$ cat src/rtl/hcb_pkg.sv
// Shared constants, types and controller states for the Huffman code builder.
`default_nettype none
package hcb_pkg;
    localparam int MAX_SYMBOLS   = 32;
    localparam int MAX_CODE_BITS = 31;
    localparam int NODE_DEPTH    = 2 * MAX_SYMBOLS - 1;
    localparam int IDX_W         = $clog2(NODE_DEPTH);
    localparam int CNT_W         = $clog2(MAX_SYMBOLS + 1);
    localparam int SYM_AW        = $clog2(MAX_SYMBOLS);
    localparam int SYM_W         = 8;
    localparam int COUNT_W       = 16;
    localparam int WEIGHT_W      = COUNT_W + $clog2(MAX_SYMBOLS);
    localparam int CODE_W        = 31;
    localparam int LEN_W         = 5;
    localparam int CREC_W        = LEN_W + CODE_W;

    typedef struct packed {
        logic [WEIGHT_W-1:0] weight;
        logic [SYM_W-1:0]    sym;
        logic [IDX_W-1:0]    idx;
    } t_entry;

    typedef enum logic [3:0] {
        ST_LOAD, ST_MERGE, ST_INSERT, ST_ROOT, ST_TRD, ST_TW0, ST_TW1,
        ST_ERD, ST_ECAP, ST_EOUT
    } t_state;

    typedef struct packed {
        logic load;
        logic load_last;
        logic merge;
        logic insert;
        logic root;
        logic trd;
        logic tw0;
        logic tw1;
        logic erd;
        logic ecap;
        logic eout_next;
        logic finish;
    } t_cmd;

    typedef struct packed {
        logic len_gt1;
        logic trav_done;
        logic k_last;
        logic out_valid;
    } t_sts;
endpackage
`default_nettype wire

$ cat src/rtl/hcb_ctrl.sv
// Controller state machine: load, tree build, code walk and emission.
`default_nettype none
module hcb_ctrl (
    input  wire logic          i_clk,
    input  wire logic          i_rst_n,
    input  wire logic          i_in_valid,
    input  wire logic          i_in_last,
    input  wire logic          i_out_ready,
    input  wire hcb_pkg::t_sts i_sts,
    output logic               o_in_ready,
    output hcb_pkg::t_cmd      o_cmd
);
    hcb_pkg::t_state r_state, n_state;

    always_ff @(posedge i_clk) begin
        if (!i_rst_n) begin
            r_state <= hcb_pkg::ST_LOAD;
        end else begin
            r_state <= n_state;
        end
    end

    always_comb begin
        n_state    = r_state;
        o_cmd      = '0;
        o_in_ready = 1'b0;
        unique case (r_state)
            hcb_pkg::ST_LOAD: begin
                o_in_ready = 1'b1;
                o_cmd.load = i_in_valid;
                if (i_in_valid && i_in_last) begin
                    o_cmd.load_last = 1'b1;
                    n_state = hcb_pkg::ST_MERGE;
                end
            end
            hcb_pkg::ST_MERGE: begin
                if (i_sts.len_gt1) begin
                    o_cmd.merge = 1'b1;
                    n_state = hcb_pkg::ST_INSERT;
                end else begin
                    n_state = hcb_pkg::ST_ROOT;
                end
            end
            hcb_pkg::ST_INSERT: begin
                o_cmd.insert = 1'b1;
                n_state = hcb_pkg::ST_MERGE;
            end
            hcb_pkg::ST_ROOT: begin
                o_cmd.root = 1'b1;
                n_state = hcb_pkg::ST_TRD;
            end
            hcb_pkg::ST_TRD: begin
                if (i_sts.trav_done) begin
                    n_state = hcb_pkg::ST_ERD;
                end else begin
                    o_cmd.trd = 1'b1;
                    n_state = hcb_pkg::ST_TW0;
                end
            end
            hcb_pkg::ST_TW0: begin
                o_cmd.tw0 = 1'b1;
                n_state = hcb_pkg::ST_TW1;
            end
            hcb_pkg::ST_TW1: begin
                o_cmd.tw1 = 1'b1;
                n_state = hcb_pkg::ST_TRD;
            end
            hcb_pkg::ST_ERD: begin
                o_cmd.erd = 1'b1;
                n_state = hcb_pkg::ST_ECAP;
            end
            hcb_pkg::ST_ECAP: begin
                o_cmd.ecap = 1'b1;
                n_state = hcb_pkg::ST_EOUT;
            end
            hcb_pkg::ST_EOUT: begin
                if (i_out_ready) begin
                    if (i_sts.k_last) begin
                        o_cmd.finish = 1'b1;
                        n_state = hcb_pkg::ST_LOAD;
                    end else begin
                        o_cmd.eout_next = 1'b1;
                        n_state = hcb_pkg::ST_ERD;
                    end
                end
            end
            default: n_state = hcb_pkg::ST_LOAD;
        endcase
    end

`ifndef SYNTHESIS
    a_ready_only_load: assert property (@(posedge i_clk) disable iff (!i_rst_n)
        o_in_ready |-> r_state == hcb_pkg::ST_LOAD)
        else $error("input ready outside load");
    a_out_held: assert property (@(posedge i_clk) disable iff (!i_rst_n)
        (r_state == hcb_pkg::ST_EOUT) |-> i_sts.out_valid)
        else $error("emission state without valid result");
    a_merge_len: assert property (@(posedge i_clk) disable iff (!i_rst_n)
        o_cmd.merge |-> i_sts.len_gt1)
        else $error("merge with fewer than two entries");
`endif
endmodule
`default_nettype wire

$ cat config.mk
export PLATFORM = sky130hd
export DESIGN_NAME = hcb_ctrl
export DESIGN_NICKNAME = d
export VERILOG_FILES = /design/src/rtl/hcb_pkg.sv /design/src/rtl/hcb_ctrl.sv
export SDC_FILE = /design/constraint.sdc
export NUM_CORES = 1
export LEC_CHECK = 0
export BUFFER_PORTS_ARGS = -buffer_cell sky130_fd_sc_hd__buf_2
export CORE_AREA = 2 2 39 41
export CTS_CLUSTER_DIAMETER = 150
export DETAILED_ROUTE_END_ITERATION = 6
export DIE_AREA = 0 0 41 43
export GPL_TIMING_DRIVEN = 0
export PLACE_DENSITY = 0.63
export SLEW_MARGIN = 20
export SYNTH_ARGS = -nofsm -noshare
export SYNTH_HDL_FRONTEND = slang
export SYNTH_SLANG_ARGS = --single-unit
$ cat constraint.sdc
create_clock -name i_clk -period 4 [get_ports i_clk]
set_clock_uncertainty 0.15 [all_clocks]
set_input_delay 0.8 -clock i_clk [delete_from_list [all_inputs] [get_ports i_clk]]
set_output_delay 0.8 -clock i_clk [all_outputs]
set_load 0.01 [all_outputs]
== Yosys cells after proc, flatten, opt, wreduce, memory -nomap -nowiden ==
Index checks and enable logic that the tools add are counted.

* Register bits: 4
* Input port bits: 9

* Equal/unequal tests: 11
* Mux-type cells: 23
* Reductions and logical operators: 4

{| class="wikitable"
|+ Operators by type and width
! operator !! count
|-
| 4-bit one-hot mux with 9 select lines || 1
|-
| 4-bit by 3-bit equality test with 1-bit output (second input constant) || 4
|-
| 1-bit 2-to-1 mux || 15
|-
| 4-bit by 2-bit equality test with 1-bit output (second input constant) || 2
|-
| 4-bit equality test (second input constant) || 2
|-
| 2-bit 2-to-1 mux || 4
|-
| 4-bit 2-to-1 mux || 2
|-
| 4-bit by 1-bit equality test with 1-bit output (second input constant) || 1
|-
| 4-bit logical NOT || 1
|-
| 2-bit inequality test (second input constant) || 2
|-
| 3-bit 2-to-1 mux || 1
|-
| 2-bit AND reduction || 1
|-
| 2-bit OR reduction || 1
|-
| 1-bit logical AND || 1
|}

== Longest topological paths before layout ==
* Depth in word-level cells: 3
* Depth in mapped cells: 5

== Worst setup path after synthesis ==
No wires, ideal clock.

* Path kind: in2out
* Start: input port i_sts[2] (netlist bit)
* End: output port o_cmd[6] (netlist bit)
* Arrival: 1,206 ps
* Data required time: 3,050 ps
* Setup slack: 1,844 ps
* Cell stages on the path: 1
* Cell sequence: nor4_1

* Cells in the longest elaborated chain, start to end: 2

{| class="wikitable"
|+ RTL lines
! element !! line !! text
|-
| from (decl) || hcb_ctrl.sv:9 || <nowiki>input wire hcb_pkg::t_sts i_sts,</nowiki>
|-
| 1-bit 2-to-1 mux || hcb_ctrl.sv:53 || <nowiki>if (i_sts.trav_done) begin</nowiki>
|-
| 1-bit 2-to-1 mux || hcb_ctrl.sv:27 || <nowiki>unique case (r_state)</nowiki>
|-
| to (decl) || hcb_ctrl.sv:11 || <nowiki>output hcb_pkg::t_cmd o_cmd</nowiki>
|}

Every way passes these cells.

==> results.json <==
{
  "r2r_start": "r_state[1]",
  "grt-ovfl-total": 0,
  "multi_input_area_um2": 263,
  "post_cts_buffers": 0,
  "cts.sinks": 4,
  "worst_pin_slew_ns": 0.369,
  "reg2reg_depth": 5,
  "finalCritPeriodShare_pct": 58.7,
  "maxCapViolations": 0,
  "drv_slew": 0,
  "dp_cells": 90,
  "cts_root_buf": "clkbuf_4",
  "end_kind": "output pin",
  "hpwl_um": 735,
  "cpMaxStageDelayCell": "nor4_2",
  "critical_path_buf_inv_count": 2,
  "crit_cells": 4,
  "routed-via-count": 450,
  "top_regs": "r_state: 4 flops",
  "netlist_area_um2": 380,
  "crit_path_max_fanout": 9,
  "cts_resized": 0,
  "fmax_ghz": 0.426,
  "grt_max_degree": 11,
  "rr_endpoint": "r_state[1]",
  "syn2layout_area_growth_pct": 37.5,
  "dieArea_um2": 1760,
  "r2r_slack_ns": 2.43,
  "yosysWarnings": 0,
  "final_common_cell": "buf_2",
  "drc": 0,
  "ir_worst_vdd_mv": 0.151,
  "crit_start": "r_state[1]",
  "finalCriticalPeriod_ns": 2.35,
  "hold_viol": 0,
  "grt_pass1_vias": 363,
  "worstPathArrival_ns": 1.40,
  "synth-seq-cells": 4,
  "ant_nets": 0,
  "ys_types": 27,
  "dr.pass1.iters": 2,
  "slowest_delay_ns": 0.40,
  "core_um2": 1380,
  "cts.path.max_buffers": 2,
  "final_cell_mix": "23 x buf_2, 7 x nor2_1, 6 x nand2_1",
  "largest_reg_flops": 4,
  "drt_wl_total_um": 900,
  "cpLargestDelayFamily": "simple AND/OR/NAND/NOR gates",
  "fin_tns_setup_ns": 0,
  "grt_pass1_wl_um": 1490,
  "fin_cells": 93,
  "setup_viol": 0,
  "top_register": "r_state",
  "p_leak_nw": 0.250,
  "die_h_um": 43,
  "diodes": 0,
  "cp_cell_sequence": "buf_6 > nor4_2 > and3_2 > buf_2",
  "syn_avg_cell_area_um2": 7.04,
  "vias_per_cell": 4.84,
  "antenna_found_initial": 0,
  "postCtsHoldBufs": 0,
  "clk_latency_ns": 0.23,
  "postSynthNetCount": 63,
  "initial_core_util_pct": 27.5,
  "rows": 14,
  "drive_gt1_share_pct": 42.9,
  "yosysSeqAreaShare_pct": 21.1,
  "grt_util_all_layers_pct": 12.7,
  "fin_nets": 88,
  "synthCells": 54,
  "fillCellCount": 155,
  "numCtsBuffers": 3,
  "status": "finished clean",
  "hp-class": "reg2reg",
  "power_density_nw_per_um2": 261,
  "gp_congestion": 0.829,
  "synth_top_area_share_pct": 21.1,
  "cp-start-kind": "flip-flop",
  "seqCellArea_um2": 80.1,
  "die_w_um": 41,
  "pin_count": 22,
  "cts_tree": "yes",
  "numPortBuffers": 20,
  "slew_headroom_pct": 75.2,
  "final_util_pct": 37.8,
  "synth_top_area_cell": "dfxtp_1",
  "rsz0062_at_grt": "no",
  "htreeDepth": 1,
  "initialDrtViolationCount": 7,
  "clk_pin_slew_worst_paths_ns": 0.04,
  "cp.required_ns": 3.05,
  "critPathKind": "reg2out",
  "synth.area.top_cells": "dfxtp_1 21%, nor2_1 6.9%, nor3_1 6.6%",
  "endpoint": "o_cmd[10]",
  "wl_per_cell_um": 9.68
}
## layout make-up
cell class	instances	area share, %
Clock buffer	3	4.31
Multi-Input combinational cell	43	50.2
Timing Repair Buffer	20	19.1
Tap cell	16	3.83
Buffer	4	5.02
Inverter	3	2.15
Sequential cell	4	15.3
## where the power goes
part | leakage (nW) | switching [W] | internal (W)
Sequential | 0.0326 | 0.00000217 | 0.0000422
Combinational | 0.204 | 0.0000229 | 0.0000206
Clock | 0.0138 | 0.0000153 | 0.0000335
## through the flow
stage | total power, W | worst slack (ns) | hold WS, ns | instance area (um^2)
2_1_floorplan | 0.0000738 | 1.84 | 0.357 | 380
3_3_place_gp | 0.0000882 | 1.76 | 0.381 | 500
3_5_place_dp | 0.0000885 | 1.76 | 0.390 | 500
4_1_cts | 0.000140 | 1.64 | 0.393 | 523
5_1_grt | 0.000151 | 1.51 | 0.431 | 523
6_report | 0.000137 | 1.65 | 0.388 | 523
## Yosys cell counts
| library cell | n |
|---|---|
| nor4bb_1 | 1 |
| and2_2 | 1 |
| and2_1 | 1 |
| nand2_1 | 6 |
| and3_1 | 1 |
| nor3b_2 | 1 |
| a21oi_1 | 4 |
| o221a_2 | 1 |
| nor3_1 | 5 |
| nand2b_1 | 2 |
| or2b_1 | 1 |
| a2bb2oi_1 | 1 |
| nor4_1 | 1 |
| dfxtp_1 | 4 |
| o2bb2ai_1 | 1 |
| buf_2 | 3 |
| nor2_1 | 7 |
| a21boi_0 | 1 |
| and3_2 | 1 |
| o21a_1 | 1 |
| inv_1 | 3 |
| or4_1 | 1 |
| nand2b_2 | 1 |
| buf_6 | 1 |
| o32a_1 | 1 |
| nor4_2 | 1 |
| o21ai_0 | 2 |
## logic make-up after synthesis
family          share of synthesized area [%]
buf+inv                                  9.87
flops                                    21.1
simple gates                             47.0
compound gates                           22.0
## metal layers
layer,track usage (%),vias up,part of all wire [%]
met5,0,-,0
met3,7.85,0,7.9
li1,-,240,-
met4,2.00,0,0
met2,16.3,19,45
met1,18.0,191,47
## how the worst min path moves through the flow
stage,startpoint,endpoint,slack (ns),depth (start not counted)
floorplan,r_state[1],r_state[1],0.36,2
global placement,r_state[1],r_state[1],0.38,2
detailed placement,r_state[1],r_state[1],0.39,2
CTS,r_state[1],r_state[1],0.39,2
global route,r_state[1],r_state[1],0.43,2
finish,r_state[1],r_state[1],0.39,2
## tightest hold or removal path, stage by stage, from the launching register on
cell	delay (ns)
dfxtp_1	0.32
buf_6	0.13
nor3b_2	0.04
Power figures use the tool's default switching activity.
